--- src/hw/rtl/b64d_pkg.sv ---
// ----------------------------------------------------------------------------
// b64d_pkg
// Shared types, result codes and the alphabet lookup for the base64 decoder.
// ----------------------------------------------------------------------------
package b64d_pkg;

	localparam int unsigned CHAR_W  = 8;
	localparam int unsigned BYTE_W  = 8;
	localparam int unsigned KIND_W  = 3;
	localparam int unsigned SEXT_W  = 6;

	// Depth of the result queue; it must hold at least two results.
	localparam int unsigned RES_DEPTH = 4;

	// Result kinds.
	localparam logic [KIND_W-1:0] KIND_BYTE     = 3'd0;
	localparam logic [KIND_W-1:0] KIND_OK       = 3'd1;
	localparam logic [KIND_W-1:0] KIND_BADCHAR  = 3'd2;
	localparam logic [KIND_W-1:0] KIND_BADLEN   = 3'd3;
	localparam logic [KIND_W-1:0] KIND_NONCANON = 3'd4;

	typedef struct packed {
		logic [BYTE_W-1:0] out_byte;
		logic [KIND_W-1:0] kind;
		logic              last_of_run;
	} result_t;

	typedef struct packed {
		logic              ok;
		logic [SEXT_W-1:0] val;
	} sextet_t;

	// Maps a character of the standard alphabet to its six-bit value.
	function automatic sextet_t sextet_of(input logic [CHAR_W-1:0] c);
		sextet_t r;
		r.ok  = 1'b1;
		r.val = '0;
		if (c >= 8'h41 && c <= 8'h5A) begin
			r.val = SEXT_W'(c - 8'h41);
		end else if (c >= 8'h61 && c <= 8'h7A) begin
			r.val = SEXT_W'(c - 8'h61 + 8'd26);
		end else if (c >= 8'h30 && c <= 8'h39) begin
			r.val = SEXT_W'(c - 8'h30 + 8'd52);
		end else if (c == 8'h2B) begin
			r.val = 6'd62;
		end else if (c == 8'h2F) begin
			r.val = 6'd63;
		end else begin
			r.ok = 1'b0;
		end
		return r;
	endfunction

endpackage

--- src/hw/rtl/b64d_if.sv ---
// ----------------------------------------------------------------------------
// b64d_in_if / b64d_out_if
// Valid/ready channels for characters into and results out of the decoder.
// ----------------------------------------------------------------------------
interface b64d_in_if;
	logic                          valid;
	logic                          ready;
	logic [b64d_pkg::CHAR_W-1:0]   in_char;
	logic                          is_last;

	modport source (output valid, output in_char, output is_last, input ready);
	modport sink   (input valid, input in_char, input is_last, output ready);
endinterface

interface b64d_out_if;
	logic                          valid;
	logic                          ready;
	logic [b64d_pkg::BYTE_W-1:0]   out_byte;
	logic [b64d_pkg::KIND_W-1:0]   kind;
	logic                          last_of_run;

	modport source (output valid, output out_byte, output kind, output last_of_run,
		input ready);
	modport sink   (input valid, input out_byte, input kind, input last_of_run,
		output ready);
endinterface

--- src/hw/rtl/base64_unpadded_strict_decoder.sv ---
// ----------------------------------------------------------------------------
// base64_unpadded_strict_decoder
// Strict unpadded base64 decoder: one character per beat in, bytes and an
// end-of-string status out.
// ----------------------------------------------------------------------------
//
//   Channel  Direction  Payload                          Beat
//   in_ch    sink       in_char[7:0], is_last            one character
//   res_ch   source     out_byte[7:0], kind[2:0],        one result
//                       last_of_run
//
// A character is taken into an input register, decoded in the next cycle and
// its zero, one or two results are written into a four-entry result queue.
// The input side accepts one beat per cycle as long as the queue has room for
// two results, so a character beat never waits on a result that is still
// unread unless the queue is near full. Reset clears the decode state, the
// input register and the queue; the block is ready in the first cycle after
// reset is released. Results leave at one per cycle while the receiver holds
// ready high, and a string of N characters yields at most N results (about
// three bytes for every four characters plus its status beat), so the output
// keeps up with the input.
// ----------------------------------------------------------------------------
module base64_unpadded_strict_decoder #(
	parameter int unsigned RES_DEPTH = b64d_pkg::RES_DEPTH
) (
	input  logic            clk,
	input  logic            arst_n,
	b64d_in_if.sink         in_ch,
	b64d_out_if.source      res_ch
);

	localparam int unsigned PTR_W = (RES_DEPTH > 1) ? $clog2(RES_DEPTH) : 1;
	localparam int unsigned CNT_W = $clog2(RES_DEPTH + 1);

	// ------------------------------------------------------------------
	// Input register.
	// ------------------------------------------------------------------
	logic                         valid_s1;
	logic [b64d_pkg::CHAR_W-1:0]  char_s1;
	logic                         last_s1;

	// Decode state. The pending bit count is always even, so it is held
	// in units of two bits (0, 1, 2 or 3 meaning 0, 2, 4 or 6 bits).
	logic [b64d_pkg::SEXT_W-1:0]  residue_q;
	logic [1:0]                   pend_half_q;
	logic [1:0]                   phase_q;
	logic                         bad_q;

	// Result queue.
	b64d_pkg::result_t            res_mem [RES_DEPTH];
	logic [PTR_W-1:0]             wr_ptr_q;
	logic [PTR_W-1:0]             rd_ptr_q;
	logic [CNT_W-1:0]             count_q;

	logic in_fire;
	logic adv;
	logic pop;

	// The decoded item moves into the queue only when two slots are free,
	// which covers the worst case of a byte plus a status.
	assign adv        = valid_s1 && (count_q <= CNT_W'(RES_DEPTH - 2));
	assign in_ch.ready = !valid_s1 || adv;
	assign in_fire    = in_ch.valid && in_ch.ready;

	always_ff @(posedge clk or negedge arst_n) begin
		if (!arst_n) begin
			valid_s1 <= 1'b0;
		end else if (in_fire) begin
			valid_s1 <= 1'b1;
		end else if (adv) begin
			valid_s1 <= 1'b0;
		end
	end

	always_ff @(posedge clk) begin
		if (in_fire) begin
			char_s1 <= in_ch.in_char;
			last_s1 <= in_ch.is_last;
		end
	end

	// ------------------------------------------------------------------
	// Decode of the registered character.
	// ------------------------------------------------------------------
	b64d_pkg::sextet_t           sx;
	logic                        bad_now;
	logic [11:0]                 acc;
	logic                        byte_en;
	logic [b64d_pkg::BYTE_W-1:0] byte_val;
	logic [b64d_pkg::SEXT_W-1:0] residue_nx;
	logic [1:0]                  pend_half_nx;
	logic [1:0]                  phase_nx;
	logic [b64d_pkg::KIND_W-1:0] status_kind;
	b64d_pkg::result_t           res0;
	b64d_pkg::result_t           res1;
	logic [1:0]                  push_n;

	always_comb begin
		sx           = b64d_pkg::sextet_of(char_s1);
		bad_now      = bad_q || !sx.ok;
		acc          = {residue_q, sx.val};
		byte_en      = 1'b0;
		byte_val     = '0;
		residue_nx   = residue_q;
		pend_half_nx = pend_half_q;
		if (!bad_now) begin
			// Six new bits on top of 0, 2, 4 or 6 pending bits.
			case (pend_half_q)
				2'd0: begin
					residue_nx   = sx.val;
					pend_half_nx = 2'd3;
				end
				2'd3: begin
					byte_en      = 1'b1;
					byte_val     = acc[11:4];
					residue_nx   = {2'b00, acc[3:0]};
					pend_half_nx = 2'd2;
				end
				2'd2: begin
					byte_en      = 1'b1;
					byte_val     = acc[9:2];
					residue_nx   = {4'b0000, acc[1:0]};
					pend_half_nx = 2'd1;
				end
				default: begin
					byte_en      = 1'b1;
					byte_val     = acc[7:0];
					residue_nx   = '0;
					pend_half_nx = 2'd0;
				end
			endcase
		end
		phase_nx = phase_q + 2'd1;

		// Length remainder of one outranks a bad character, which outranks
		// non-zero leftover bits.
		if (phase_nx == 2'd1) begin
			status_kind = b64d_pkg::KIND_BADLEN;
		end else if (bad_now) begin
			status_kind = b64d_pkg::KIND_BADCHAR;
		end else if (pend_half_nx != 2'd0 && residue_nx != '0) begin
			status_kind = b64d_pkg::KIND_NONCANON;
		end else begin
			status_kind = b64d_pkg::KIND_OK;
		end

		res0 = '{out_byte: byte_val, kind: b64d_pkg::KIND_BYTE,
			last_of_run: !last_s1};
		res1 = '{out_byte: '0, kind: status_kind, last_of_run: 1'b1};
		if (!byte_en) begin
			res0 = res1;
		end
		push_n = adv ? ({1'b0, byte_en} + {1'b0, last_s1}) : 2'd0;
	end

	always_ff @(posedge clk or negedge arst_n) begin
		if (!arst_n) begin
			residue_q   <= '0;
			pend_half_q <= '0;
			phase_q     <= '0;
			bad_q       <= 1'b0;
		end else if (adv) begin
			if (last_s1) begin
				// End of string: back to the reset state for the next one.
				residue_q   <= '0;
				pend_half_q <= '0;
				phase_q     <= '0;
				bad_q       <= 1'b0;
			end else begin
				residue_q   <= residue_nx;
				pend_half_q <= pend_half_nx;
				phase_q     <= phase_nx;
				bad_q       <= bad_now;
			end
		end
	end

	// ------------------------------------------------------------------
	// Result queue.
	// ------------------------------------------------------------------
	logic [PTR_W-1:0] wr_ptr_p1;

	assign wr_ptr_p1 = (wr_ptr_q == PTR_W'(RES_DEPTH - 1)) ? '0 : wr_ptr_q + 1'b1;

	always_ff @(posedge clk) begin
		if (push_n != 2'd0) begin
			res_mem[wr_ptr_q] <= res0;
		end
		if (push_n == 2'd2) begin
			res_mem[wr_ptr_p1] <= res1;
		end
	end

	assign res_ch.valid       = (count_q != '0);
	assign res_ch.out_byte    = res_mem[rd_ptr_q].out_byte;
	assign res_ch.kind        = res_mem[rd_ptr_q].kind;
	assign res_ch.last_of_run = res_mem[rd_ptr_q].last_of_run;
	assign pop                = res_ch.valid && res_ch.ready;

	always_ff @(posedge clk or negedge arst_n) begin
		if (!arst_n) begin
			wr_ptr_q <= '0;
			rd_ptr_q <= '0;
			count_q  <= '0;
		end else begin
			if (push_n == 2'd1) begin
				wr_ptr_q <= wr_ptr_p1;
			end else if (push_n == 2'd2) begin
				wr_ptr_q <= (wr_ptr_p1 == PTR_W'(RES_DEPTH - 1)) ? '0 : wr_ptr_p1 + 1'b1;
			end
			if (pop) begin
				rd_ptr_q <= (rd_ptr_q == PTR_W'(RES_DEPTH - 1)) ? '0 : rd_ptr_q + 1'b1;
			end
			count_q <= count_q + CNT_W'(push_n) - CNT_W'(pop);
		end
	end

	// ------------------------------------------------------------------
	// Assertions.
	// ------------------------------------------------------------------

	// The queue never holds more results than it has entries.
	a_count_bound: assert property (@(posedge clk) disable iff (!arst_n)
		count_q <= CNT_W'(RES_DEPTH))
		else $error("result queue overflow");

	// A character held back by a full queue keeps its place in the input register.
	a_s1_hold: assert property (@(posedge clk) disable iff (!arst_n)
		valid_s1 && !adv |=> valid_s1 && $stable(char_s1) && $stable(last_s1))
		else $error("stalled character lost");

	// After the last character of a string the decode state is back at reset.
	a_end_clears: assert property (@(posedge clk) disable iff (!arst_n)
		adv && last_s1 |=> phase_q == 2'd0 && pend_half_q == 2'd0 && !bad_q)
		else $error("decode state not cleared at end of string");

	// Status results always carry a zero byte and close their run.
	a_status_form: assert property (@(posedge clk) disable iff (!arst_n)
		res_ch.valid && res_ch.kind != b64d_pkg::KIND_BYTE |->
			res_ch.out_byte == '0 && res_ch.last_of_run)
		else $error("malformed status result");

endmodule

--- src/flat_wrapper.sv ---
// flat-port wrapper written by rule: the top's interface ports become plain ports
module base64_unpadded_strict_decoder_flat 
#(
	parameter int unsigned RES_DEPTH = b64d_pkg::RES_DEPTH
)
  (clk, arst_n, in_ch_valid, in_ch_in_char, in_ch_is_last, in_ch_ready, res_ch_valid, res_ch_out_byte, res_ch_kind, res_ch_last_of_run, res_ch_ready);
  b64d_in_if in_ch_i ();
  b64d_out_if res_ch_i ();
  input  logic clk;
  input  logic arst_n;
  input wire logic [$bits(in_ch_i.valid)-1:0] in_ch_valid;
  input wire logic [$bits(in_ch_i.in_char)-1:0] in_ch_in_char;
  input wire logic [$bits(in_ch_i.is_last)-1:0] in_ch_is_last;
  output wire logic [$bits(in_ch_i.ready)-1:0] in_ch_ready;
  output wire logic [$bits(res_ch_i.valid)-1:0] res_ch_valid;
  output wire logic [$bits(res_ch_i.out_byte)-1:0] res_ch_out_byte;
  output wire logic [$bits(res_ch_i.kind)-1:0] res_ch_kind;
  output wire logic [$bits(res_ch_i.last_of_run)-1:0] res_ch_last_of_run;
  input wire logic [$bits(res_ch_i.ready)-1:0] res_ch_ready;
  assign in_ch_i.valid = in_ch_valid;
  assign in_ch_i.in_char = in_ch_in_char;
  assign in_ch_i.is_last = in_ch_is_last;
  assign in_ch_ready = in_ch_i.ready;
  assign res_ch_valid = res_ch_i.valid;
  assign res_ch_out_byte = res_ch_i.out_byte;
  assign res_ch_kind = res_ch_i.kind;
  assign res_ch_last_of_run = res_ch_i.last_of_run;
  assign res_ch_i.ready = res_ch_ready;
  base64_unpadded_strict_decoder #(.RES_DEPTH(RES_DEPTH)) u_core (.clk(clk), .arst_n(arst_n), .in_ch(in_ch_i), .res_ch(res_ch_i));
endmodule
--- config.mk ---
export PLATFORM = sky130hd
export DESIGN_NAME = base64_unpadded_strict_decoder_flat
export DESIGN_NICKNAME = d
export VERILOG_FILES = /design/src/hw/rtl/b64d_pkg.sv /design/src/hw/rtl/b64d_if.sv /design/src/hw/rtl/base64_unpadded_strict_decoder.sv /design/src/flat_wrapper.sv
export SDC_FILE = /design/constraint.sdc
export NUM_CORES = 1
export LEC_CHECK = 0
export BUFFER_PORTS_ARGS = -buffer_cell sky130_fd_sc_hd__buf_2
export CAP_MARGIN = 20
export CORE_ASPECT_RATIO = 1.2
export CORE_MARGIN = 4
export CORE_UTILIZATION = 40
export DETAILED_ROUTE_END_ITERATION = 12
export GPL_ROUTABILITY_DRIVEN = 0
export HOLD_SLACK_MARGIN = 0.06
export MAX_ROUTING_LAYER = met4
export PLACE_DENSITY_LB_ADDON = 0.25
export REMOVE_ABC_BUFFERS = 1
export SLEW_MARGIN = 0
export SYNTH_ARGS = -nofsm -noshare
export SYNTH_HDL_FRONTEND = slang
export SYNTH_SLANG_ARGS = --single-unit
--- constraint.sdc ---
create_clock -name clk -period 7.8 [get_ports clk]
set_input_delay 0.78 -clock clk [delete_from_list [all_inputs] [get_ports clk]]
set_output_delay 0.78 -clock clk [all_outputs]
set_load 0.01 [all_outputs]
## Yosys cells after proc, flatten, opt, wreduce, memory -nomap -nowiden

Memories as Yosys holds them, arrays and structs flattened.
Index checks and enable logic that the tools add are counted.

- Add/subtract/negate cells: 12
- Order comparisons: 7
- Eq/ne operators: 10
- Muxes and demuxes: 38
- Reduce and logical (&&, ||, !) cells: 19

Operators with widths:

| kind | count |
|---|---|
| 2-to-1 mux 6 bit | 7 |
| one-hot mux 8 bit (3 select lines) | 1 |
| 2-to-1 mux 2 bit | 9 |
| one-hot mux 6 bit (3 select lines) | 1 |
| equality test 8 x 6 -> 1 bit (second input constant) | 2 |
| greater-or-equal comparator 8 x 7 -> 1 bit (second input constant) | 2 |
| less-or-equal comparator 8 x 7 -> 1 bit (second input constant) | 2 |
| 2-to-1 mux 1 bit | 14 |
| equality test 2 bit (second input constant) | 6 |
| 2-to-1 mux 12 bit | 1 |
| subtractor 6 bit (second input constant) | 2 |
| 2-to-1 mux 3 bit | 3 |
| adder 2 x 1 -> 2 bit (second input constant) | 4 |
| greater-or-equal comparator 8 x 6 -> 1 bit (second input constant) | 1 |
| less-or-equal comparator 8 x 6 -> 1 bit (second input constant) | 1 |
| 2-to-1 mux 8 bit | 1 |
| nonzero test 2 bit | 4 |
| logical AND 1 bit | 7 |
| adder 6 x 5 -> 6 bit (second input constant) | 1 |
| adder 6 bit (second input constant) | 1 |
| one-hot mux 2 bit (3 select lines) | 1 |
| nonzero test 6 bit | 1 |
| subtractor 6 x 1 -> 6 bit (second input constant) | 1 |
| equality test 2 x 1 -> 1 bit (second input constant) | 2 |
| other kinds (8) | 11 |

- Register bits after elaboration: 28
- Bits in writable memories: 48
- Bits of input ports: 13
- Output and inout bits: 14
- Logic and storage cells: 97
- Memories kept: 1

Memory list:

| memory | words | width | rd ports | clocked after memory_dff | wr ports | line | text |
|---|---|---|---|---|---|---|---|
| u_core.res_mem | 4 | 12 | 1 | 0 | 2 | base64_unpadded_strict_decoder.sv:50 | `b64d_pkg::result_t res_mem [RES_DEPTH];` |

## Logic depth before layout (Yosys ltp)

- Depth in word-level cells: 15
- Mapped depth: 22
- Gate-level depth less buffers: 18

## Worst setup path before layout

OpenSTA, ideal clock, no wires.

- Path kind: reg-to-reg
- Start: reg u_core.char_s1[0] in the netlist's numbering
- End: reg u_core.count_q[2]
- Library setup time: 0.123 ns
- Data arrival time: 3.536 ns
- Slack: 4.141 ns
- Cell stages (with the launch flop): 18
- Clock period less this slack: 3.659 ns
- Cells stage by stage: edfxtp_1 > inv_1 > ha_1 > nor2b_1 > o21ai_2 > nand2_1 > or2_1 > a21oi_1 > nand2b_1 > buf_2 > inv_4 > buf_2 > ha_1 > nand2_1 > ha_1 > fa_1 > xor2_1 > xnor2_1

- Cells in the longest elaborated chain, start to end: 13
- Elaborated cells between the ends (all ways): 23
- Classes of those cells: add/sub: 3; order compare: 6; eq/ne: 2; mux: 7; reduce/logical: 5

RTL lines:

| element | line | text |
|---|---|---|
| from (decl) | base64_unpadded_strict_decoder.sv:39 | `logic [b64d_pkg::CHAR_W-1:0] char_s1;` |
| from (signal assigned) | base64_unpadded_strict_decoder.sv:77 | `char_s1 <= in_ch.in_char;` |
| parallel branches: the longest is 5 deep, another holds greater-or-equal comparator 8 x 6 -> 1 bit | n/a |  |
| 2-to-1 mux 1 bit * | b64d_pkg.sv:38 | `if (c >= 8'h41 && c <= 8'h5A) begin` |
| logical NOT 1 bit * | base64_unpadded_strict_decoder.sv:100 | `bad_now = bad_q \|\| !sx.ok;` |
| logical OR 1 bit * | base64_unpadded_strict_decoder.sv:100 |  |
| 2-to-1 mux 1 bit * | base64_unpadded_strict_decoder.sv:106 | `if (!bad_now) begin` |
| adder 1 x 1 -> 2 bit * | base64_unpadded_strict_decoder.sv:153 | `push_n = adv ? ({1'b0, byte_en} + {1'b0, last_s1}) : 2'd0;` |
| 2-to-1 mux 2 bit * | base64_unpadded_strict_decoder.sv:153 |  |
| adder 3 x 2 -> 3 bit * | base64_unpadded_strict_decoder.sv:214 | `count_q <= count_q + CNT_W'(push_n) - CNT_W'(pop);` |
| subtractor 3 x 1 -> 3 bit * | base64_unpadded_strict_decoder.sv:214 |  |
| to (signal assigned) | base64_unpadded_strict_decoder.sv:214 |  |
| to (decl) | base64_unpadded_strict_decoder.sv:53 | `logic [CNT_W-1:0] count_q;` |

Mark *: on every way between the ends.
A chain may end at the register's enable or synchronous reset.

==> reports/qor.yml <==
yosys:
  synth.area.top_cells: "dfxtp_1 17%, edfxtp_1 15%, dfrtp_1 11%"
  syn_area_mm2: 0.00424
  yosysTopAreaCell: "dfxtp_1"
  ys_types: 62
  synthArstFlopShare_pct: 25.0
  seq_area_frac_synth_pct: 43.1
  synth_top_area_share_pct: 17.0
  synth_warnings: 0
  ys.flop_type: "dfxtp_1"
  syn_area_per_cell_um2: 10.5
  synth_edf_count: 21
  ys_ff_latch: 76
  netlist_instances: 402
  synthTopCellsByCount: "36 x dfxtp_1, 36 x nand2_1, 31 x inv_1"
clock_tree:
  clkLatencyLatePin_ps: 340
  ctsRootBufferMaster: "clkbuf_16"
  clock_path_buffers: 2
  cts.htree.levels: 3
  hold_buffers: 0
  clkTransAtPathRegs_ps: 60
  cts_setup_buffers: 0
  cts.sink_count: 76
  cts-resized-gates: 0
  cts_buffers: 9
  cts_tree: "built"
grt:
  grt_overflow_total: 0
  grt_max_degree: 20
  antenna_found_initial: 0
  grt_pass1_vias: 3197
  track_usage_pct: 17.1
  grt_pass1_wl_mm: 16.1
setup_path:
  worstPathArrival_ps: 4960
  cp.required_ps: 8000
  start_kind: "flip-flop"
  r2r_slack_ps: 3030
  cpMaxStageDelayCell: "nor2_1"
  r2r_start: "u_core.char_s1[1]"
  path_cells: "inv_1, ha_1, nor2b_1, o21ai_2, nand2_1, or2_1, a21oi_1, buf_4, nand2b_1, inv_4, ha_1, nand2_1, ha_1, nor2b_1, nor2_1, inv_1, a2bb2oi_1"
  max_stage_delay_ps: 750
  worst_setup_path_end_kind: "flip-flop"
  worst-r2r-cell-count: 17
  endpoint: "u_core.res_mem[2][0]"
  r2r-end: "u_core.res_mem[2][0]"
  path_common_cell: "ha_1"
  path_max_fanout: 19
  crit_type: "flip-flop to flip-flop"
  setup.worst_path.start: "u_core.char_s1[1]"
route:
  drc: 0
  drt-wirelength-per-cell_um: 17.3
  finalWirelength_mm: 9.59
  via_per_inst: 5.80
  drt_iter0_drc: 135
  drtAntennaViolNets: 0
  drtPass1Iterations: 5
  vias: 3214
power_and_ir_drop:
  ir_drop_v: 0.000142
  power.total_uw: 1600
  power.internal_uw: 992
  p_seq_share_pct: 36.7
  power_leakage_uw: 0.00196
  p_switching_uw: 606
  netSwitchingFraction_pct: 37.9
  clock_power_share_pct: 26.2
  combPwrFrac_pct: 37.1
  p_per_area_mw_per_mm2: 336
sta:
  rsz0062_at_grt: "false"
  tightest_slew_ps: 964
  fin_skew_ps: 6.41
  fmax_mhz: 210
  finalCritPeriodShare_pct: 61.1
  holdWs_ps: 378
  hold_viol: 0
  slew_headroom_pct: 35.5
  drv_slew: 0
  fin_ws_ps: 3030
  finalCriticalPeriod_ps: 4770
  setup_viol: 0
  tns_ps: 0
run_status:
  outcome: "completed"
final_layout:
  fill_cells: 971
  drive_above_1_share_pct: 17.5
  final_nets: 466
  antenna_cells: 0
  syn2layout_area_growth_pct: 12.1
  instances_no_fill: 554
floorplan:
  num_io_pins: 27
  dieArea_mm2: 0.0123
  core-area_mm2: 0.0102
  row_count: 40
  dieWidth_um: 102
  die_h_um: 121
  start_util_pct: 41.5
place:
  post-place-ws_ps: 3110
  dp_cells: 538
  io_buffers: 26
  hpwl_mm: 7.03
flow_run:
  drv_cap: 0
worst_hold_path:
  hp-class: "primary input to async pin"
state kept, by name (all words and copies together) (netlist names):
register,count
u_core.rd_ptr_q,2
u_core.char_s1,8
u_core.count_q,3
u_core.res_mem,48
u_core.wr_ptr_q,2
u_core.last_s1,1
u_core.residue_q,6
u_core.pend_half_q,2
u_core.bad_q,1
u_core.phase_q,2
u_core.valid_s1,1
kinds of logic (layout without fill, tap and decap cells):
logic type | count (synthesis) | after routing | synth area share, %
AO/OA/AOI/OAI | 117 | 117 | 22.1
XOR/XNOR | 5 | 5 | 1.03
adder cells (fa/ha/maj) | 30 | 30 | 9.03
buffers and inverters | 49 | 75 | 4.69
flip-flops | 76 | 76 | 43.1
multiplexers | 16 | 16 | 7.44
AND/OR/NAND/NOR | 109 | 109 | 12.6
power groups by stage:
| stage | sequential (uW) | combinational, uW | clock (uW) |
|---|---|---|---|
| after floorplan | 563 | 451 | 0 |
| after global placement | 593 | 583 | 0 |
| after detailed placement | 596 | 589 | 0 |
| after CTS | 588 | 595 | 425 |
| after global routing | 601 | 665 | 442 |
| final | 586 | 593 | 418 |
worst min-delay path by stage:
stage / slack [ps] / to / cells past startpoint / from
global placement: 440 / u_core.res_mem[1][7] / 1 / u_core.res_mem[1][7]
floorplan: 420 / u_core.res_mem[2][5] / 2 / u_core.res_mem[2][5]
CTS: 390 / u_core.pend_half_q[0] / 1 / arst_n
finish: 380 / u_core.wr_ptr_q[1] / 1 / arst_n
global route: 420 / u_core.phase_q[0] / 1 / arst_n
detailed placement: 440 / u_core.res_mem[1][5] / 2 / u_core.res_mem[1][5]
worst max-delay path: cells and delay by family (launching register included):
family	cells	cell delay (ps)
AO/OA/AOI/OAI	3	580
buffers and inverters	4	870
AND/OR/NAND/NOR	7	1800
flip-flops	1	510
adder cells (fa/ha/maj)	3	850
final cells by class:
| type | instances | area [um2] | area share [%] |
|---|---|---|---|
| multi-input cells | 277 | 2210 | 46.6 |
| inverters | 32 | 123 | 2.58 |
| repair buffers | 27 | 138 | 2.89 |
| well taps | 126 | 158 | 3.32 |
| clock inverters | 5 | 62.6 | 1.32 |
| flip-flops and latches | 76 | 1830 | 38.4 |
| clock buffers | 11 | 233 | 4.89 |
layout by cell type (no fill, tap or decap), drive strengths merged, types with 5 or more instances in the layout:
cell	synthesis	layout
a22o	16	16
nand2	36	36
buf	7	27
nor2b	10	10
a2bb2oi	5	5
dfxtp	36	36
a32o	8	8
mux4	12	12
clkbuf	10	11
ha	29	29
nand3	8	8
dfrtp	19	19
nor2	25	25
a21oi	14	14
edfxtp	21	21
o21ai	25	25
a221o	5	5
nand2b	7	7
nor3	7	7
inv	32	32
o31ai	5	5
o211ai	6	6
a221oi	5	5
metal layers:
layer	global-route usage, %	up-vias	part of all wire, %
li1	-	1534	-
met1	21.2	1565	44
met2	27.5	96	50
met3	2.71	19	4.3
met4	7.38	0	2.3
met5	-	-	0
through the flow:
stage                     util, %  instance area (um2)
after global placement       43.7                 4460
final                        46.6                 4750
after global routing         46.6                 4750
after floorplan                 -                 4160
after detailed placement     43.7                 4460
after CTS                    46.6                 4750
No activity file was read; power rests on OpenSTA's default activity.
